<file path="src/design/nfc_response_frame_parser_core_assert.svh">
// Assertion macros for the response frame parser.
// No dependencies; included by the top level only.
`ifndef NFC_RESPONSE_FRAME_PARSER_CORE_ASSERT_SVH
`define NFC_RESPONSE_FRAME_PARSER_CORE_ASSERT_SVH

// Same-cycle implication, disabled during reset.
`define NFCP_ASSERT_IMPL(lbl, clk, rst_n, ante, cons) \
  lbl: assert property (@(posedge clk) disable iff (!rst_n) (ante) |-> (cons)) \
    else $error("nfcp assertion failed");

// Next-cycle implication, disabled during reset.
`define NFCP_ASSERT_NEXT(lbl, clk, rst_n, ante, cons) \
  lbl: assert property (@(posedge clk) disable iff (!rst_n) (ante) |=> (cons)) \
    else $error("nfcp assertion failed");

`endif

</file>
<file path="src/design/nfcp_pkg.sv">
// Types and constants shared by the response frame parser.
// No dependencies.
package nfcp_pkg;

  localparam int unsigned ByteW  = 8;
  localparam int unsigned CfgIdxW = 2;

  localparam logic [ByteW-1:0] PreambleByte  = 8'h00;
  localparam logic [ByteW-1:0] StartByte     = 8'hFF;
  localparam logic [ByteW-1:0] PostambleByte = 8'h00;
  localparam logic [ByteW-1:0] LenOverhead   = 8'd2;

  // Configuration register indexes.
  localparam logic [CfgIdxW-1:0] CfgExpCmd  = 2'd0;
  localparam logic [CfgIdxW-1:0] CfgTfiId   = 2'd1;
  localparam logic [CfgIdxW-1:0] CfgPayCap  = 2'd2;

  localparam logic [ByteW-1:0] ExpCmdRst = 8'd0;
  localparam logic [ByteW-1:0] TfiIdRst  = 8'd213;
  localparam logic [ByteW-1:0] PayCapRst = 8'd255;

  typedef enum logic [3:0] {
    PhPre0  = 4'd0,
    PhPre1  = 4'd1,
    PhStart = 4'd2,
    PhLen   = 4'd3,
    PhLcs   = 4'd4,
    PhTfi   = 4'd5,
    PhCmd   = 4'd6,
    PhData  = 4'd7,
    PhDcs   = 4'd8,
    PhPost  = 4'd9
  } phase_e;

  typedef enum logic [1:0] {
    StOk      = 2'd0,
    StTimeout = 2'd1,
    StInvalid = 2'd2,
    StNoSpace = 2'd3
  } status_e;

  typedef enum logic {
    KindPayload = 1'b0,
    KindStatus  = 1'b1
  } kind_e;

  typedef enum logic {
    ActByte    = 1'b0,
    ActTimeout = 1'b1
  } action_e;

  typedef struct packed {
    logic [ByteW-1:0] expected_command;
    logic [ByteW-1:0] reader_to_host_id;
    logic [ByteW-1:0] payload_capacity;
  } cfg_t;

  typedef struct packed {
    kind_e            result_kind;
    logic [ByteW-1:0] payload_byte;
    status_e          frame_status;
    logic [ByteW-1:0] payload_count;
    logic             frame_end;
  } res_t;

endpackage

</file>
<file path="src/design/nfcp_if.sv">
// Channel interfaces of the response frame parser: input, result, config.
// Depends on nfcp_pkg.
interface nfcp_in_if import nfcp_pkg::*; ();
  logic             valid;
  logic             ready;
  logic             action;
  logic [ByteW-1:0] rx_byte;

  modport source (output valid, action, rx_byte, input ready);
  modport sink   (input valid, action, rx_byte, output ready);
endinterface

interface nfcp_out_if import nfcp_pkg::*; ();
  logic             valid;
  logic             ready;
  logic             result_kind;
  logic [ByteW-1:0] payload_byte;
  logic [1:0]       frame_status;
  logic [ByteW-1:0] payload_count;
  logic             frame_end;

  modport source (output valid, result_kind, payload_byte, frame_status, payload_count,
                  frame_end, input ready);
  modport sink   (input valid, result_kind, payload_byte, frame_status, payload_count,
                  frame_end, output ready);
endinterface

interface nfcp_cfg_if import nfcp_pkg::*; ();
  logic               valid;
  logic               ready;
  logic [CfgIdxW-1:0] index;
  logic [ByteW-1:0]   data;

  modport source (output valid, index, data, input ready);
  modport sink   (input valid, index, data, output ready);
endinterface

</file>
<file path="src/design/nfcp_cfg.sv">
// Configuration register file of the response frame parser.
// Depends on nfcp_pkg.
module nfcp_cfg import nfcp_pkg::*; (
  input  logic               clk_i,
  input  logic               rst_ni,
  input  logic               wr_en_i,
  input  logic [CfgIdxW-1:0] wr_idx_i,
  input  logic [ByteW-1:0]   wr_data_i,
  output cfg_t               cfg_o
);

  cfg_t cfg_q;

  always_ff @(posedge clk_i or negedge rst_ni) begin
    if (!rst_ni) begin
      cfg_q.expected_command  <= ExpCmdRst;
      cfg_q.reader_to_host_id <= TfiIdRst;
      cfg_q.payload_capacity  <= PayCapRst;
    end else if (wr_en_i) begin
      case (wr_idx_i)
        CfgExpCmd: cfg_q.expected_command  <= wr_data_i;
        CfgTfiId:  cfg_q.reader_to_host_id <= wr_data_i;
        CfgPayCap: cfg_q.payload_capacity  <= wr_data_i;
        default:   ; // unused index, write dropped
      endcase
    end
  end

  assign cfg_o = cfg_q;

endmodule

</file>
<file path="src/design/nfcp_parser.sv">
// Frame parser state machine: checks one byte or timeout per step.
// Depends on nfcp_pkg.
module nfcp_parser import nfcp_pkg::*; (
  input  logic             clk_i,
  input  logic             rst_ni,
  input  logic             step_i,
  input  logic             action_i,
  input  logic [ByteW-1:0] rx_byte_i,
  input  cfg_t             cfg_i,
  output logic             res_valid_o,
  output res_t             res_o
);

  phase_e           phase_q, phase_d;
  logic [ByteW-1:0] len_q, len_d;
  logic [ByteW-1:0] left_q, left_d;
  logic [ByteW-1:0] sum_q, sum_d;
  logic [ByteW-1:0] total_q, total_d;

  logic [ByteW-1:0] cmd_exp, len_m2, left_m1, sum_add;
  logic             fin;
  status_e          fin_st;

  assign cmd_exp = cfg_i.expected_command + 8'd1;
  assign len_m2  = len_q - LenOverhead;
  assign left_m1 = left_q - 8'd1;
  assign sum_add = sum_q + rx_byte_i;

  // Next state and datapath.
  always_comb begin
    phase_d = phase_q;
    len_d   = len_q;
    left_d  = left_q;
    sum_d   = sum_q;
    total_d = total_q;
    fin     = 1'b0;
    fin_st  = StOk;
    if (action_i == ActTimeout) begin
      fin    = 1'b1;
      fin_st = StTimeout;
    end else begin
      case (phase_q)
        PhPre0: begin
          if (rx_byte_i != PreambleByte) begin
            fin = 1'b1; fin_st = StInvalid;
          end else phase_d = PhPre1;
        end
        PhPre1: begin
          if (rx_byte_i != PreambleByte) begin
            fin = 1'b1; fin_st = StInvalid;
          end else phase_d = PhStart;
        end
        PhStart: begin
          if (rx_byte_i != StartByte) begin
            fin = 1'b1; fin_st = StInvalid;
          end else phase_d = PhLen;
        end
        PhLen: begin
          len_d   = rx_byte_i;
          phase_d = PhLcs;
        end
        PhLcs: begin
          if (len_q + rx_byte_i != 8'd0) begin
            fin = 1'b1; fin_st = StInvalid;
          end else phase_d = PhTfi;
        end
        PhTfi: begin
          if (rx_byte_i != cfg_i.reader_to_host_id) begin
            fin = 1'b1; fin_st = StInvalid;
          end else begin
            sum_d   = rx_byte_i;
            phase_d = PhCmd;
          end
        end
        PhCmd: begin
          if (rx_byte_i != cmd_exp) begin
            fin = 1'b1; fin_st = StInvalid;
          end else begin
            sum_d   = sum_add;
            total_d = len_m2;
            if (len_m2 > cfg_i.payload_capacity) begin
              fin = 1'b1; fin_st = StNoSpace;
            end else begin
              left_d  = len_m2;
              phase_d = (len_m2 == 8'd0) ? PhDcs : PhData;
            end
          end
        end
        PhData: begin
          sum_d  = sum_add;
          left_d = left_m1;
          if (left_m1 == 8'd0) phase_d = PhDcs;
        end
        PhDcs: begin
          if (sum_add != 8'd0) begin
            fin = 1'b1; fin_st = StInvalid;
          end else phase_d = PhPost;
        end
        PhPost: begin
          fin    = 1'b1;
          fin_st = (rx_byte_i != PostambleByte) ? StInvalid : StOk;
        end
        default: phase_d = PhPre0;
      endcase
    end
    if (fin) phase_d = PhPre0;
  end

  // Result of this step.
  always_comb begin
    res_valid_o = 1'b0;
    res_o       = '0;
    if (fin) begin
      res_valid_o         = 1'b1;
      res_o.result_kind   = KindStatus;
      res_o.frame_status  = fin_st;
      res_o.payload_count = (fin_st == StOk) ? total_d : 8'd0;
      res_o.frame_end     = 1'b1;
    end else if (action_i == ActByte && phase_q == PhData) begin
      res_valid_o        = 1'b1;
      res_o.result_kind  = KindPayload;
      res_o.payload_byte = rx_byte_i;
    end
  end

  always_ff @(posedge clk_i or negedge rst_ni) begin
    if (!rst_ni) begin
      phase_q <= PhPre0;
      len_q   <= '0;
      left_q  <= '0;
      sum_q   <= '0;
      total_q <= '0;
    end else if (step_i) begin
      phase_q <= phase_d;
      len_q   <= len_d;
      left_q  <= left_d;
      sum_q   <= sum_d;
      total_q <= total_d;
    end
  end

endmodule

</file>
<file path="src/design/nfcp_out_buf.sv">
// Two-entry result buffer between the parser and the result channel.
// Depends on nfcp_pkg.
module nfcp_out_buf import nfcp_pkg::*; (
  input  logic clk_i,
  input  logic rst_ni,
  input  logic push_i,
  input  res_t push_data_i,
  output logic full_o,
  output logic valid_o,
  input  logic ready_i,
  output res_t data_o
);

  res_t       ent_q [2];
  logic       wr_ptr_q, rd_ptr_q;
  logic [1:0] cnt_q, cnt_d;
  logic       pop;

  assign valid_o = (cnt_q != 2'd0);
  assign full_o  = (cnt_q == 2'd2);
  assign pop     = valid_o && ready_i;
  assign data_o  = ent_q[rd_ptr_q];

  always_comb begin
    cnt_d = cnt_q;
    if (push_i && !pop)      cnt_d = cnt_q + 2'd1;
    else if (!push_i && pop) cnt_d = cnt_q - 2'd1;
  end

  always_ff @(posedge clk_i or negedge rst_ni) begin
    if (!rst_ni) begin
      wr_ptr_q <= 1'b0;
      rd_ptr_q <= 1'b0;
      cnt_q    <= 2'd0;
    end else begin
      cnt_q <= cnt_d;
      if (push_i) wr_ptr_q <= ~wr_ptr_q;
      if (pop)    rd_ptr_q <= ~rd_ptr_q;
    end
  end

  always_ff @(posedge clk_i) begin
    if (push_i) ent_q[wr_ptr_q] <= push_data_i;
  end

endmodule

</file>
<file path="src/design/nfc_response_frame_parser_core.sv">
// Response frame parser, top level: input register, parser, result buffer.
// An accepted beat's result, if any, goes via the input register and result buffer.
// Throughput: one input beat per cycle, set by the single-step parser logic.
// The input register stalls only when the two-entry result buffer is full.
// Reset (rst_ni, async low): parser waits for the first preamble byte, buffers
// empty, registers at expected_command 0, reader_to_host_id 213, capacity 255.
`include "nfc_response_frame_parser_core_assert.svh"
module nfc_response_frame_parser_core import nfcp_pkg::*; (
  input  logic        clk_i,
  input  logic        rst_ni,
  nfcp_in_if.sink     in_i,
  nfcp_out_if.source  out_o,
  nfcp_cfg_if.sink    cfg_i
);

  // Writes always taken; the user, not the block, keeps it idle whenever they come.
  cfg_t cfg;
  assign cfg_i.ready = 1'b1;

  nfcp_cfg u_cfg (
    .clk_i     (clk_i),
    .rst_ni    (rst_ni),
    .wr_en_i   (cfg_i.valid),
    .wr_idx_i  (cfg_i.index),
    .wr_data_i (cfg_i.data),
    .cfg_o     (cfg)
  );

  // Input register: one beat held ahead of the parser.
  logic             s1_valid_q;
  logic             s1_action_q;
  logic [ByteW-1:0] s1_byte_q;
  logic             s1_fire;
  logic             buf_full;
  logic             in_fire;

  // The parser step may go whenever the buffer has room for a result.
  assign s1_fire    = s1_valid_q && !buf_full;
  assign in_i.ready = !s1_valid_q || s1_fire;
  assign in_fire    = in_i.valid && in_i.ready;

  always_ff @(posedge clk_i or negedge rst_ni) begin
    if (!rst_ni) begin
      s1_valid_q <= 1'b0;
    end else if (in_i.ready) begin
      s1_valid_q <= in_i.valid;
    end
  end

  always_ff @(posedge clk_i) begin
    if (in_fire) begin
      s1_action_q <= in_i.action;
      s1_byte_q   <= in_i.rx_byte;
    end
  end

  // Parser: compares and 8-bit sums on the registered beat.
  logic res_valid;
  res_t res;

  nfcp_parser u_parser (
    .clk_i       (clk_i),
    .rst_ni      (rst_ni),
    .step_i      (s1_fire),
    .action_i    (s1_action_q),
    .rx_byte_i   (s1_byte_q),
    .cfg_i       (cfg),
    .res_valid_o (res_valid),
    .res_o       (res)
  );

  // Result buffer: parts the parser from a stalled result channel.
  res_t out_data;

  nfcp_out_buf u_out_buf (
    .clk_i       (clk_i),
    .rst_ni      (rst_ni),
    .push_i      (s1_fire && res_valid),
    .push_data_i (res),
    .full_o      (buf_full),
    .valid_o     (out_o.valid),
    .ready_i     (out_o.ready),
    .data_o      (out_data)
  );

  assign out_o.result_kind   = out_data.result_kind;
  assign out_o.payload_byte  = out_data.payload_byte;
  assign out_o.frame_status  = out_data.frame_status;
  assign out_o.payload_count = out_data.payload_count;
  assign out_o.frame_end     = out_data.frame_end;

  // An accepted beat always lands in the input register.
  `NFCP_ASSERT_NEXT(a_in_lands, clk_i, rst_ni, in_fire, s1_valid_q)
  // A beat stalled by a full buffer keeps its contents.
  `NFCP_ASSERT_NEXT(a_s1_hold, clk_i, rst_ni, s1_valid_q && buf_full,
                    s1_valid_q && $stable(s1_byte_q) && $stable(s1_action_q))
  // Status results and only they mark the frame end.
  `NFCP_ASSERT_IMPL(a_end_kind, clk_i, rst_ni, out_o.valid,
                    out_o.frame_end == out_o.result_kind)
  // Payload beats carry no status or count.
  `NFCP_ASSERT_IMPL(a_payload_clean, clk_i, rst_ni, out_o.valid && !out_o.result_kind,
                    out_o.frame_status == 2'd0 && out_o.payload_count == 8'd0)

endmodule

</file>
<file path="src/flat_wrapper.sv">
// flat-port wrapper written by rule: the top's interface ports become plain ports
module nfc_response_frame_parser_core_flat import nfcp_pkg::*;
  (clk_i, rst_ni, in_i_valid, in_i_action, in_i_rx_byte, in_i_ready, out_o_valid, out_o_result_kind, out_o_payload_byte, out_o_frame_status, out_o_payload_count, out_o_frame_end, out_o_ready, cfg_i_valid, cfg_i_index, cfg_i_data, cfg_i_ready);
  nfcp_in_if in_i_i ();
  nfcp_out_if out_o_i ();
  nfcp_cfg_if cfg_i_i ();
  input  logic clk_i;
  input  logic rst_ni;
  input wire logic [$bits(in_i_i.valid)-1:0] in_i_valid;
  input wire logic [$bits(in_i_i.action)-1:0] in_i_action;
  input wire logic [$bits(in_i_i.rx_byte)-1:0] in_i_rx_byte;
  output wire logic [$bits(in_i_i.ready)-1:0] in_i_ready;
  output wire logic [$bits(out_o_i.valid)-1:0] out_o_valid;
  output wire logic [$bits(out_o_i.result_kind)-1:0] out_o_result_kind;
  output wire logic [$bits(out_o_i.payload_byte)-1:0] out_o_payload_byte;
  output wire logic [$bits(out_o_i.frame_status)-1:0] out_o_frame_status;
  output wire logic [$bits(out_o_i.payload_count)-1:0] out_o_payload_count;
  output wire logic [$bits(out_o_i.frame_end)-1:0] out_o_frame_end;
  input wire logic [$bits(out_o_i.ready)-1:0] out_o_ready;
  input wire logic [$bits(cfg_i_i.valid)-1:0] cfg_i_valid;
  input wire logic [$bits(cfg_i_i.index)-1:0] cfg_i_index;
  input wire logic [$bits(cfg_i_i.data)-1:0] cfg_i_data;
  output wire logic [$bits(cfg_i_i.ready)-1:0] cfg_i_ready;
  assign in_i_i.valid = in_i_valid;
  assign in_i_i.action = in_i_action;
  assign in_i_i.rx_byte = in_i_rx_byte;
  assign in_i_ready = in_i_i.ready;
  assign out_o_valid = out_o_i.valid;
  assign out_o_result_kind = out_o_i.result_kind;
  assign out_o_payload_byte = out_o_i.payload_byte;
  assign out_o_frame_status = out_o_i.frame_status;
  assign out_o_payload_count = out_o_i.payload_count;
  assign out_o_frame_end = out_o_i.frame_end;
  assign out_o_i.ready = out_o_ready;
  assign cfg_i_i.valid = cfg_i_valid;
  assign cfg_i_i.index = cfg_i_index;
  assign cfg_i_i.data = cfg_i_data;
  assign cfg_i_ready = cfg_i_i.ready;
  nfc_response_frame_parser_core u_core (.clk_i(clk_i), .rst_ni(rst_ni), .in_i(in_i_i), .out_o(out_o_i), .cfg_i(cfg_i_i));
endmodule
</file>
<file path="config.mk">
export PLATFORM = sky130hd
export DESIGN_NAME = nfc_response_frame_parser_core_flat
export DESIGN_NICKNAME = d
export VERILOG_FILES = /design/src/design/nfcp_pkg.sv /design/src/design/nfcp_if.sv /design/src/design/nfcp_cfg.sv /design/src/design/nfcp_parser.sv /design/src/design/nfcp_out_buf.sv /design/src/design/nfc_response_frame_parser_core.sv /design/src/flat_wrapper.sv
export VERILOG_INCLUDE_DIRS = /design/src /design/src/design
export SDC_FILE = /design/constraint.sdc
export NUM_CORES = 1
export LEC_CHECK = 0
export BUFFER_PORTS_ARGS = -buffer_cell sky130_fd_sc_hd__buf_2
export CORE_MARGIN = 2
export CORE_UTILIZATION = 60
export DETAILED_ROUTE_END_ITERATION = 8
export GPL_TIMING_DRIVEN = 1
export PLACE_DENSITY = 0.89
export SLEW_MARGIN = 30
export SYNTH_ARGS = -nofsm -noshare
export SYNTH_HDL_FRONTEND = slang
export SYNTH_SLANG_ARGS = --single-unit
</file>
<file path="constraint.sdc">
create_clock -name clk_i -period 9.96 [get_ports clk_i]
set_input_delay 1.992 -clock clk_i [delete_from_list [all_inputs] [get_ports clk_i]]
set_output_delay 1.992 -clock clk_i [all_outputs]
set_load 0.03 [all_outputs]
</file>
# Word-level counts from Yosys, hierarchy flattened
# Memory sizes are Yosys's and may differ from the RTL's.
# Index checks and enable logic that the tools add are counted.
dict set report word_totals {
  reg_bits 74
  latch_bits 0
  ramBits 40
  mem_bits_ro 0
  inputBits 24
  out_inout_bits 23
  elab_cells 139
  mem_count 1
}
# name depth word_bits read_ports rd_ports_with_merged_regs write_ports line
set memory_table {}
lappend memory_table {u_core.u_out_buf.ent_q 2 20 1 0 1 nfcp_out_buf.sv:14} ;# res_t ent_q [2];
dict set report classes {
  addsub 7
  multipliers 0
  div 0
  n_lt_le_gt_ge 1
  n_eq_ne 29
  shifts 0
  muxes 51
  n_bitwise 3
  n_reduce_logical 33
}
# operator count
set op_table {}
lappend op_table {{$mux W8} 10}
lappend op_table {{$mux W4} 12}
lappend op_table {{$pmux W4 S10} 1}
lappend op_table {{$ne A3 B3 Y1 const B} 9}
lappend op_table {{$pmux W8 S3} 1}
lappend op_table {{$reduce_bool A8 Y1} 3}
lappend op_table {{$mux W2} 10}
lappend op_table {{$add A8 B8 Y8} 2}
lappend op_table {{$eq A4 B3 Y1 const B} 4}
lappend op_table {{$logic_not A8 Y1} 2}
lappend op_table {{$ne A8 B8 Y1} 2}
lappend op_table {{$pmux W8 S2} 1}
lappend op_table {{$mux W1} 13}
lappend op_table {{$pmux W2 S6} 1}
lappend op_table {{$reduce_and A12 Y1} 1}
lappend op_table {{$mux W11} 1}
lappend op_table {{$ne A2 B2 Y1 const B} 5}
lappend op_table {{$reduce_and A5 Y1} 2}
lappend op_table {{$add A8 B1 Y8 const B} 1}
lappend op_table {{$eq A4 B2 Y1 const B} 2}
lappend op_table {{$eq A4 B4 Y1 const B} 2}
lappend op_table {{$gt A8 B8 Y1} 1}
lappend op_table {{$ne A8 B8 Y1 const B} 1}
lappend op_table {{$sub A8 B1 Y8 const B} 1}
lappend op_table {{19 further kinds} 36}

# Depth between registers and ports, before layout
# Gate-level depths: netlist (run 1).
dict set report logic_depth {
  word_depth 12
  ltp_mapped 16
  ltp_nobuf 16
}

# Hierarchy
# From an unflattened synthesis (run 1), not the netlist that was laid out.
dict set report unflattened {
  hier_cells 584
  area_unflattened_um2 6568.8
}
# module n_inst cells_per_inst area_each_um2
set modules_own_cells {}
lappend modules_own_cells {nfcp_parser 1 438 3648.5}
lappend modules_own_cells {nfcp_out_buf 1 78 1650.3}
lappend modules_own_cells {nfcp_cfg 1 51 928.4}
lappend modules_own_cells {nfc_response_frame_parser_core 1 17 341.6}

# Worst setup path after synthesis (run 1)
# No wires, ideal clock.
dict set report synth_path {
  path_type {register to register}
  from {register u_core.u_parser.len_q[1]}
  to {memory u_core.u_out_buf.ent_q[1][0] (netlist bit) (enable)}
  setup_time_ns 0.395
  arrival_ns 3.175
  t_required_ns 9.565
  slack_ns 6.391
  path_stages_with_launch 13
  period_less_slack_ns 3.569
  path_cell_list {dfrtp_1 > inv_1 > ha_1 > nor3b_1 > xor2_1 > ha_1 > and4_1 > nand3_1 > nand2_1 > o211a_1 > o2111ai_1 > o31ai_4 > nor2_1}
}
dict set report synth_between {
  elab_chain_cells 10
}
# element line
set synth_rtl {}
lappend synth_rtl {{start, declared} nfcp_parser.sv:15} ;# logic [ByteW-1:0] len_q, len_d;
lappend synth_rtl {{start signal, assigned} nfcp_parser.sv:135} ;# len_q <= len_d;
lappend synth_rtl {{$sub A8 B2 Y8} nfcp_parser.sv:25} ;# assign len_m2 = len_q - LenOverhead;
lappend synth_rtl {{$gt A8 B8 Y1} nfcp_parser.sv:81} ;# if (len_m2 > cfg_i.payload_capacity) begin
lappend synth_rtl {{$mux W1} nfcp_parser.sv:81}
lappend synth_rtl {{$mux W1} nfcp_parser.sv:76} ;# if (rx_byte_i != cmd_exp) begin
lappend synth_rtl {{$pmux W1 S7 *} nfcp_parser.sv:42} ;# case (phase_q)
lappend synth_rtl {{$mux W1 *} nfcp_parser.sv:38} ;# if (action_i == ActTimeout) begin
lappend synth_rtl {{$mux W1 *} nfcp_parser.sv:113} ;# if (fin) begin
lappend synth_rtl {{$logic_and A1 B1 Y1 *} nfc_response_frame_parser_core.sv:78} ;# .push_i (s1_fire && res_valid),
lappend synth_rtl {{$mux W1 *} nfcp_out_buf.sv:43} ;# if (push_i) ent_q[wr_ptr_q] <= push_data_i;
lappend synth_rtl {{$mux W1 (implied by the code) *} nfcp_out_buf.sv:43}
lappend synth_rtl {{end, declared} nfcp_out_buf.sv:14}
# Mark *: on every way between the ends. The rest lies on a longest branch, timed or not.

# Worst setup path after layout (run 1)
dict set report layout_path {
  from {register u_core.s1_byte_q[0]}
  to {register u_core.u_out_buf.cnt_q[1]}
}
dict set report layout_between {
  elab_chain_cells 10
}
# element line
set layout_rtl {}
lappend layout_rtl {{start, declared} nfc_response_frame_parser_core.sv:32} ;# logic [ByteW-1:0] s1_byte_q;
lappend layout_rtl {{start signal, assigned} nfc_response_frame_parser_core.sv:53} ;# s1_byte_q <= in_i.rx_byte;
lappend layout_rtl {{$add A8 B8 Y8 (on tied branches)} {nfcp_parser.sv:27, nfcp_parser.sv:63}}
lappend layout_rtl {{$reduce_bool A8 Y1 (on tied branches)} {nfcp_parser.sv:95, nfcp_parser.sv:63}}
lappend layout_rtl {{$mux W1 (on tied branches)} {nfcp_parser.sv:95, nfcp_parser.sv:63}}
lappend layout_rtl {{$pmux W1 S7 *} nfcp_parser.sv:42}
lappend layout_rtl {{$mux W1 *} nfcp_parser.sv:38}
lappend layout_rtl {{$mux W1 *} nfcp_parser.sv:113}
lappend layout_rtl {{$logic_and A1 B1 Y1 *} nfc_response_frame_parser_core.sv:78}
lappend layout_rtl {{net u_core.u_out_buf.push_i} nfcp_out_buf.sv:6} ;# input logic push_i,
lappend layout_rtl {{$logic_not A1 Y1} nfcp_out_buf.sv:27} ;# else if (!push_i && pop) cnt_d = cnt_q - 2'd1;
lappend layout_rtl {{$logic_and A1 B1 Y1} nfcp_out_buf.sv:27}
lappend layout_rtl {{$reduce_bool A2 Y1 (no source line)} --}
lappend layout_rtl {{end signal, assigned} nfcp_out_buf.sv:36} ;# cnt_q <= cnt_d;
lappend layout_rtl {{end, declared} nfcp_out_buf.sv:16} ;# logic [1:0] cnt_q, cnt_d;
# Mark *: on every way through the listed nets, which the timed path passes. The rest lies on a longest branch.
# A chain may end at the register's enable or synchronous reset.

==> tab_implementation.tex, run 1 <==
\begin{tabular}{lr}
\hline
Metric & Value \\
\hline
\multicolumn{2}{l}{\textbf{Status}} \\
Run status & completed \\
\multicolumn{2}{l}{\textbf{Timing}} \\
Slew at the pin with the worst max-slew slack & 0.869 ns \\
RSZ-0062 raised after global routing & false \\
Final count of pins violating max slew & 0 \\
Count of endpoints failing setup in the final report & 0 \\
Clk\_skew & around 0.011 ns \\
Relative slew margins & 0.417 \\
F\_max & 250 MHz \\
Final hold violations & 0 \\
Final setup TNS & 0 ns \\
Clock period minus final worst setup slack & 4.00 ns \\
Period Utilization, post-route & 0.401 \\
\multicolumn{2}{l}{\textbf{Placement}} \\
Number of port buffers & 45 \\
Last weighted congestion value of the routability-driven placer & 0.955 \\
Placed instance count & approximately 740 \\
Placement-stage cell area & between 0.006 and 0.007 mm2 \\
Detailed placement HPWL & 10.5 mm \\
\multicolumn{2}{l}{\textbf{Drt}} \\
Detail-routed net length per standard cell & 19.1 um \\
Top metal layer carrying routed signals & met4 \\
DRC violation total after the first TritonRoute iteration & around 460 \\
Number of DRC violations after detailed routing & 0 \\
Total met2 wirelength after detailed routing & between 7 and 8 mm \\
Length of the first detailed-routing pass in iterations & 6 \\
Detail-routed via count per cell & 6.27 \\
Detail Route Antenna Nets & 0 \\
DRT met1 WL & 5.80 mm \\
Total routed wirelength & 14.4 mm \\
Vias & 4724 \\
Met3 Routed Length & 880 um \\
\multicolumn{2}{l}{\textbf{Die}} \\
Top Ports & 47 \\
Number of standard-cell rows in the floorplan & 37 \\
Die boundary width & around 110 um \\
Area of the die & 0.0115 mm2 \\
Die Y-Extent & 107 um \\
Starting density of the core & 0.619 \\
Total core area & 0.0103 mm2 \\
\multicolumn{2}{l}{\textbf{Synthesis}} \\
Main synth FF type & sky130\_fd\_sc\_hd\_\_dfrtp\_1 \\
Leading post-synthesis cells by cell area & sky130\_fd\_sc\_hd\_\_edfxtp\_1 (22\%), sky130\_fd\_sc\_hd\_\_dfrtp\_1 (20\%), sky130\_fd\_sc\_hd\_\_mux2\_2 (9.9\%), sky130\_fd\_sc\_hd\_\_dfstp\_2 (5.3\%), sky130\_fd\_sc\_hd\_\_ha\_1 (5.3\%) \\
Instance count of the mapped netlist & 579 \\
Fraction of registers with async set or reset after synthesis & 0.580 \\
EDFF count, synth & 47 \\
Syn\_nets & 632 \\
Register bit total from synthesis & 112 \\
Netlist Area Pre-Place & roughly 0.0064 mm2 \\
Area share of the largest cell type after synthesis & 0.221 \\
Cell type with the largest total area after synthesis & sky130\_fd\_sc\_hd\_\_edfxtp\_1 \\
Count of synthesis-stage warnings from yosys & 0 \\
Count of cell types in the netlist & 71 \\
Fraction of the yosys area taken by sequential cells & 0.478 \\
Average footprint of a synthesized cell & 11.0 um2 \\
\multicolumn{2}{l}{\textbf{Setup path}} \\
Critical-path cell with the highest stage delay & sky130\_fd\_sc\_hd\_\_edfxtp\_1 \\
Destination of the critical timing path & u\_core.u\_out\_buf.cnt\_q[1] \\
Crit Path Class & flop to flop \\
Critical register-to-register path endpoint & u\_core.u\_out\_buf.cnt\_q[1] \\
Capturing element type of the critical path & flop \\
Cells along the critical path & ha\_1 -> inv\_1 -> fa\_1 -> nand2b\_1 -> a21oi\_1 -> mux2\_2 -> nor4b\_1 -> a31oi\_1 -> o31ai\_4 -> inv\_1 -> ha\_1 -> xor2\_1 -> nor2\_1 -> xor2\_1 \\
Worst Path Arrival & 4.29 ns \\
Worst endpoint required time & just over 10 ns \\
Critical Path Source Type & flop \\
Number of stages on the worst setup path & 14 \\
Gate family responsible for the most delay along the worst path & adder cells \\
Number of cells on the worst reg-to-reg path & 14 \\
Worst path buffer plus inverter count & 2 \\
Slack of the worst reg-to-reg path & 5.96 ns \\
Worst reg2reg path startpoint & u\_core.s1\_byte\_q[0] \\
Critical path origin & u\_core.s1\_byte\_q[0] \\
Highest net fanout along the worst path & 9 \\
Slowest stage delay, CP & between 0.5 and 0.6 ns \\
\multicolumn{2}{l}{\textbf{Layout}} \\
Proportion of layout cells with a drive suffix above 1 & 0.237 \\
Number of fillers in the final layout & 778 \\
Number of nets at the end of the flow & between 600 and 700 \\
Antenna fix cells & 0 \\
Area growth syn-to-layout & 7.91\% \\
Count of non-filler cells in the finished layout & roughly 750 \\
Area of all placed cells without fillers & 0.00690 mm2 \\
\multicolumn{2}{l}{\textbf{Clocking}} \\
Number of buffers inserted for hold repair after clock tree synthesis & 0 \\
Clock transition at path regs & 0.11 ns \\
TritonCTS clock tree & done \\
Resized Gates After CTS & 0 \\
Source-to-sink clock delay at the later pin of the worst-skew pair & 0.37 ns \\
Root buffer cell & sky130\_fd\_sc\_hd\_\_clkbuf\_8 \\
Number of buffers inserted during clock tree synthesis & 9 \\
Bufs on Longest Clock Path & 2 \\
Maximum level of the CTS H-tree & 3 \\
Clock Sink Count & 112 \\
Number of setup buffers added after CTS & 0 \\
\multicolumn{2}{l}{\textbf{Power and ir drop}} \\
Sequential Power Share & 0.491 \\
P\_sw & around 480 uW \\
Worst supply voltage drop on vdd & 0.123 mV \\
Leakage & 2.81 nW \\
Power density over the cells & $\sim$190 mW/mm2 \\
Clock network fraction of design power & 0.206 \\
Sw Share & 0.364 \\
Internal power & 839 uW \\
Part of the power in combinational logic & 0.303 \\
\multicolumn{2}{l}{\textbf{Global route}} \\
Combined global-route utilization of all metal layers & 0.253 \\
Overflow left after global routing & 0 \\
Vias in the first global route & 4530 \\
Initial antenna violation count & 0 \\
Global-route wire length before repair & 22.5 mm \\
Pin count of the biggest net entering global routing & 66 \\
\multicolumn{2}{l}{\textbf{Worst hold path}} \\
Classification of the worst-slack hold path & flop to flop \\
\multicolumn{2}{l}{\textbf{Run}} \\
Count of max-cap constraint violations & 0 \\
\hline
\end{tabular}
kinds of logic after synthesis:
kind of cell,synth area share
other,0.000587
xor gates and xnor gates,0.0535
AOI/OAI and AO/OA,0.126
buffers and inverters,0.0362
and+or+nand+nor,0.142
muxes,0.105
adders and majority gates,0.0591
DFF,0.478
power groups by stage:
stage / sequential, mW / clock [mW] / combinational [mW]
2_1_floorplan: 0.613 / 0 / 0.325
3_3_place_gp: 0.648 / 0 / 0.386
3_5_place_dp: 0.656 / 0 / 0.396
4_1_cts: 0.646 / 0.277 / 0.399
5_1_grt: 0.654 / 0.293 / 0.427
6_report: 0.647 / 0.272 / 0.399
synth_stat cells (5+ instances only):
master                      instances
sky130_fd_sc_hd__dfstp_2           13
sky130_fd_sc_hd__xnor2_1           27
sky130_fd_sc_hd__a2bb2oi_1          6
sky130_fd_sc_hd__edfxtp_1          47
sky130_fd_sc_hd__a21oi_1           31
sky130_fd_sc_hd__and3_1            12
sky130_fd_sc_hd__nand4_1            8
sky130_fd_sc_hd__mux2_2            56
sky130_fd_sc_hd__dfrtp_1           52
sky130_fd_sc_hd__nand3_1           24
sky130_fd_sc_hd__inv_1             27
sky130_fd_sc_hd__a21o_1             5
sky130_fd_sc_hd__xor2_1            12
sky130_fd_sc_hd__clkbuf_1          13
sky130_fd_sc_hd__o211ai_1           9
sky130_fd_sc_hd__nand2b_1          11
sky130_fd_sc_hd__a211oi_1           5
sky130_fd_sc_hd__ha_1              27
sky130_fd_sc_hd__o21a_1             5
sky130_fd_sc_hd__o21ai_0           21
sky130_fd_sc_hd__buf_2              8
sky130_fd_sc_hd__nand3b_1           6
sky130_fd_sc_hd__nand2_1           31
sky130_fd_sc_hd__nor3_1            16
sky130_fd_sc_hd__nor2_1            31
metal layers:
metal | global-route usage | vias up
met3 | 0.0432 | 40
met5 | 0 | -
met1 | 0.327 | 2295
met2 | 0.428 | 195
li1 | - | 2194
met4 | 0.0928 | 0
stage by stage:
step | power [mW] | hold slack, ns | setup WS [ns] | utilization
floorplan | 0.938 | 0.450 | 6.39 | -
global placement | 1.03 | 0.468 | 6.16 | 0.647
detailed placement | 1.05 | 0.485 | 6.00 | 0.648
CTS | 1.32 | 0.504 | 5.98 | 0.667
global route | 1.37 | 0.522 | 5.66 | 0.668
finish | 1.32 | 0.506 | 5.96 | 0.668
how the worst min path moves through the flow:
stage | depth (start not counted) | slack, ns | startpoint | endpoint
floorplan | 2 | 0.45 | u_core.u_parser.total_q[1] | u_core.u_parser.total_q[1]
global placement | 2 | 0.47 | u_core.u_parser.total_q[0] | u_core.u_parser.total_q[0]
detailed placement | 1 | 0.48 | u_core.u_out_buf.wr_ptr_q | u_core.u_out_buf.wr_ptr_q
CTS | 1 | 0.50 | u_core.u_out_buf.wr_ptr_q | u_core.u_out_buf.wr_ptr_q
global route | 1 | 0.52 | u_core.u_parser.sum_q[6] | u_core.u_parser.sum_q[6]
finish | 1 | 0.51 | u_core.u_out_buf.wr_ptr_q | u_core.u_out_buf.wr_ptr_q
final cells by class:
cell class,instances,area [um2],share of cell area
multi-input combinational,414,3120,0.452
inverter,27,101,0.0147
tap,136,170,0.0247
clock inverter,7,78.8,0.0114
timing repair buffer,48,248,0.0359
sequential,112,3050,0.443
clock buffer,9,124,0.0180
cell usage in the layout (no fill, tap or decap), types with 12 or more instances in the layout:
| cell type | n |
|---|---|
| sky130_fd_sc_hd__o21ai_0 | 21 |
| sky130_fd_sc_hd__dfrtp_1 | 52 |
| sky130_fd_sc_hd__mux2_2 | 56 |
| sky130_fd_sc_hd__inv_1 | 27 |
| sky130_fd_sc_hd__a21oi_1 | 31 |
| sky130_fd_sc_hd__xor2_1 | 12 |
| sky130_fd_sc_hd__edfxtp_1 | 47 |
| sky130_fd_sc_hd__buf_2 | 45 |
| sky130_fd_sc_hd__and3_1 | 12 |
| sky130_fd_sc_hd__xnor2_1 | 27 |
| sky130_fd_sc_hd__ha_1 | 27 |
| sky130_fd_sc_hd__nand2_1 | 31 |
| sky130_fd_sc_hd__nand3_1 | 24 |
| sky130_fd_sc_hd__nor3_1 | 16 |
| sky130_fd_sc_hd__nor2_1 | 30 |
| sky130_fd_sc_hd__dfstp_2 | 13 |
state kept, by name, summed over array words and instances (netlist names):
register and cells:
u_core.u_out_buf.wr_ptr_q 1, u_core.u_parser.len_q 8, u_core.u_parser.left_q 8, u_core.u_out_buf.ent_q 38, u_core.s1_action_q 1, u_core.u_out_buf.cnt_q 2
u_core.s1_byte_q 8, u_core.u_out_buf.rd_ptr_q 1, u_core.u_parser.sum_q 8, u_core.u_cfg.cfg_o 24, u_core.u_parser.total_q 8, u_core.s1_valid_q 1
u_core.u_parser.phase_q 4
Power figures use the tool's default switching activity.
==> run 2, diff against run 1 <==
clock period = 3.8 ns   (was 9.96 ns; I/O delays follow)
==> run 2 against run 1 <==
Critical path depth increased by 1. Sequential power increased to 2.6 times the previous value. Core utilization increased by 1.3 points. Largest cell class unchanged. Clock power increased to 2.6 times the previous value. Worst hold slack improved by 0.0098 ns. Maximum frequency increased by 11%. Non-clock buffer count increased by 16. Combinational power increased to 2.8 times the previous value. Highest routed layer unchanged. Critical path type unchanged.
==> tab_implementation.tex, run 2 (synthesis results as in run 1) <==
\begin{tabular}{lr}
\hline
Metric & Value \\
\hline
\multicolumn{2}{l}{\textbf{Drt}} \\
Length of the first detailed-routing pass in iterations & 6 (unchanged) \\
Total routed wirelength & 14.8 mm (+3.1\%) \\
Total met2 wirelength after detailed routing & 7.57 mm (+4.2\%) \\
Detail-routed via count per cell & 6.25 (-0.36\%) \\
Detail-routed net length per standard cell & 19.3 um (+0.99\%) \\
Top metal layer carrying routed signals & met4 \\
Met3 Routed Length & 959 um (+9.0\%) \\
DRT met1 WL & 5.95 mm (+2.5\%) \\
Vias & 4807 (+1.8\%) \\
Number of DRC violations after detailed routing & 0 (unchanged) \\
DRC violation total after the first TritonRoute iteration & 477 (+3.5\%) \\
Detail Route Antenna Nets & 0 (unchanged) \\
\multicolumn{2}{l}{\textbf{Timing}} \\
Clock period minus final worst setup slack & 3.59 ns (-0.409 ns) \\
Worst-case setup margin in the final layout & 0.213 ns (-5.75 ns) \\
Final count of pins violating max slew & 0 (unchanged) \\
Relative slew margins & 0.435 (+0.0186) \\
Slew at the pin with the worst max-slew slack & 0.847 ns (-0.0217 ns) \\
Period Utilization, post-route & 0.944 (+0.543) \\
F\_max & 279 MHz (+11\%) \\
Count of endpoints failing setup in the final report & 0 (unchanged) \\
Final setup TNS & 0 ns (unchanged) \\
RSZ-0062 raised after global routing & false \\
Clk\_skew & 0.0199 ns (+0.00932 ns) \\
Final hold violations & 0 (unchanged) \\
Worst hold slack after final layout & 0.515 ns (+0.00984 ns) \\
\multicolumn{2}{l}{\textbf{Power and ir drop}} \\
Power density over the cells & 493 mW/mm2 (+160\%) \\
Sequential Power Share & 0.481 (-0.010) \\
Worst supply voltage drop on vdd & 0.307 mV (+150\%) \\
Leakage & 2.89 nW (+2.6\%) \\
Sw Share & 0.362 (-0.00196) \\
Internal power & 2.21 mW (+160\%) \\
Part of the power in combinational logic & 0.318 (+0.015) \\
Clock network fraction of design power & 0.201 (-0.005) \\
P\_sw & 1.25 mW (+160\%) \\
\multicolumn{2}{l}{\textbf{Die}} \\
Die boundary width & 107 um (unchanged) \\
Starting density of the core & 0.619 (unchanged) \\
Number of standard-cell rows in the floorplan & 37 (unchanged) \\
Area of the die & 0.0115 mm2 (unchanged) \\
Total core area & 0.0103 mm2 (unchanged) \\
Top Ports & 47 (unchanged) \\
Die Y-Extent & 107 um (unchanged) \\
\multicolumn{2}{l}{\textbf{Setup path}} \\
Crit Path Class & flop to flop \\
Worst reg2reg path startpoint & u\_core.u\_parser.len\_q[1] \\
Worst path buffer plus inverter count & 2 (unchanged) \\
Number of stages on the worst setup path & 15 (+1) \\
Number of cells on the worst reg-to-reg path & 15 (+1) \\
Gate family responsible for the most delay along the worst path & compound AO/OA/AOI/OAI gates \\
Cells along the critical path & inv\_2 -> ha\_2 -> xor2\_2 -> ha\_1 -> and3\_1 -> a221o\_1 -> a21oi\_1 -> o211a\_1 -> o2111ai\_1 -> o31ai\_4 -> inv\_1 -> ha\_1 -> xor2\_1 -> nor2\_1 -> xor2\_1 \\
Critical register-to-register path endpoint & u\_core.u\_out\_buf.cnt\_q[1] \\
Critical-path cell with the highest stage delay & sky130\_fd\_sc\_hd\_\_dfrtp\_2 \\
Worst Path Arrival & 3.88 ns (-0.41 ns) \\
Highest net fanout along the worst path & 7 (-2) \\
Slack of the worst reg-to-reg path & 0.21 ns (-5.75 ns) \\
Slowest stage delay, CP & 0.49 ns (-0.09 ns) \\
Worst endpoint required time & 4.10 ns (-6.16 ns) \\
Capturing element type of the critical path & flop \\
Critical Path Source Type & flop \\
\multicolumn{2}{l}{\textbf{Layout}} \\
Most frequent cells in the layout & sky130\_fd\_sc\_hd\_\_mux2\_2 (56), sky130\_fd\_sc\_hd\_\_dfrtp\_1 (51), sky130\_fd\_sc\_hd\_\_edfxtp\_1 (47) \\
Number of nets at the end of the flow & 681 (+2.4\%) \\
Max FFs per register & 38 (unchanged) \\
Most common cell after layout, fill and taps aside & sky130\_fd\_sc\_hd\_\_mux2\_2 \\
Antenna fix cells & 0 (unchanged) \\
Area growth syn-to-layout & 9.95\% \\
Register with the most flip-flops & u\_core.u\_out\_buf.ent\_q \\
Proportion of layout cells with a drive suffix above 1 & 0.264 (+0.0272) \\
\multicolumn{2}{l}{\textbf{Global route}} \\
Overflow left after global routing & 0 (unchanged) \\
Global-route wire length before repair & 23.4 mm (+4.0\%) \\
Vias in the first global route & 4736 (+4.5\%) \\
Initial antenna violation count & 0 (unchanged) \\
Combined global-route utilization of all metal layers & 0.265 (+0.0120) \\
Pin count of the biggest net entering global routing & 66 (unchanged) \\
\multicolumn{2}{l}{\textbf{Status}} \\
Run status & completed \\
\multicolumn{2}{l}{\textbf{Worst hold path}} \\
Endpoint of the worst hold-timing path & u\_core.u\_out\_buf.wr\_ptr\_q \\
Min-Delay Path Depth & 1 (unchanged) \\
Classification of the worst-slack hold path & flop to flop \\
Hold wc startpoint & u\_core.u\_out\_buf.wr\_ptr\_q \\
\multicolumn{2}{l}{\textbf{Run}} \\
Count of max-cap constraint violations & 0 (unchanged) \\
\multicolumn{2}{l}{\textbf{Clocking}} \\
Source-to-sink clock delay at the later pin of the worst-skew pair & 0.38 ns (about the same) \\
Clock transition at path regs & 0.11 ns (about the same) \\
TritonCTS clock tree & done \\
Number of buffers inserted during clock tree synthesis & 9 (unchanged) \\
Maximum level of the CTS H-tree & 3 (unchanged) \\
Clock Sink Count & 112 (unchanged) \\
Root buffer cell & sky130\_fd\_sc\_hd\_\_clkbuf\_8 \\
Bufs on Longest Clock Path & 2 (unchanged) \\
\multicolumn{2}{l}{\textbf{Placement}} \\
Number of port buffers & 45 (unchanged) \\
Setup slack at placement & 0.104 ns (-5.90 ns) \\
Last weighted congestion value of the routability-driven placer & 1.02 (+6.5\%) \\
Detailed placement HPWL & 10.9 mm (+3.7\%) \\
\hline
\end{tabular}
## run 2: changes by cell type in the layout (fill, tap and decap cells not counted), sizes merged
cell / change
clkinv: +2
inv: -2
buf: +16
## run 2: power by group through the flow
stage | clock network, mW | registers (mW) | logic, mW
finish | 0.696 | 1.67 | 1.10
global route | 0.757 | 1.69 | 1.18
CTS | 0.708 | 1.66 | 1.09
detailed placement | 0 | 1.69 | 1.09
global placement | 0 | 1.67 | 1.06
floorplan | 0 | 1.61 | 0.852
## run 2: how the worst max path moves through the flow
| stage | from | to | slack (ns) |
|---|---|---|---|
| floorplan | u_core.u_parser.len_q[1] | u_core.u_out_buf.ent_q[1][0] | 0.23 |
| global placement | u_core.u_parser.sum_q[0] | u_core.u_out_buf.cnt_q[1] | 0.30 |
| detailed placement | u_core.u_parser.len_q[1] | u_core.u_out_buf.cnt_q[1] | 0.10 |
| CTS | u_core.u_parser.len_q[1] | u_core.u_out_buf.cnt_q[1] | 0.07 |
| global route | u_core.u_parser.len_q[1] | u_core.u_out_buf.cnt_q[1] | 0.003 |
| finish | u_core.u_parser.len_q[1] | u_core.u_out_buf.cnt_q[1] | 0.21 |
## run 2: timing repair
item | CTS | global route
hold buffers | 0 | 0
setup buffers | 0 | 3
gates resized for setup | 0 | 6
setup endpoints to repair | 0 | 2
## run 2: final cells by class
class / instances / area (um2)
Multi-Input combinational cell: 414 / 3130
Clock buffer: 9 / 124
Sequential cell: 112 / 3060
Tap cell: 136 / 170
Clock inverter: 7 / 76.3
Timing Repair Buffer: 64 / 368
Inverter: 27 / 101
Fill cell: 736 / 3300
## run 2: layer usage
layer  GRT usage  up-vias
met1       0.336     2319
met4      0.0965        0
met2       0.454      228
li1            -     2226
met3      0.0468       34
met5           0        -
## run 2: through the flow
stage / cells / area [um2] / utilization / power (mW)
after global routing: 769 / 7030 / 0.681 / 3.63
after global placement: 750 / 6780 / 0.656 / 2.73
after detailed placement: 750 / 6780 / 0.657 / 2.78
final: 769 / 7030 / 0.681 / 3.46
after floorplan: 579 / 6390 / - / 2.46
after CTS: 766 / 6980 / 0.676 / 3.47
## run 2: worst register-to-register path, stage by stage, from the launching register on
cell and delay, ns:
sky130_fd_sc_hd__dfrtp_2 0.49, sky130_fd_sc_hd__inv_2 0.12, sky130_fd_sc_hd__ha_2 0.23, sky130_fd_sc_hd__xor2_2 0.24
sky130_fd_sc_hd__ha_1 0.29, sky130_fd_sc_hd__and3_1 0.17, sky130_fd_sc_hd__a221o_1 0.30, sky130_fd_sc_hd__a21oi_1 0.20
sky130_fd_sc_hd__o211a_1 0.21, sky130_fd_sc_hd__o2111ai_1 0.17, sky130_fd_sc_hd__o31ai_4 0.33, sky130_fd_sc_hd__inv_1 0.08
sky130_fd_sc_hd__ha_1 0.21, sky130_fd_sc_hd__xor2_1 0.14, sky130_fd_sc_hd__nor2_1 0.15, sky130_fd_sc_hd__xor2_1 0.17
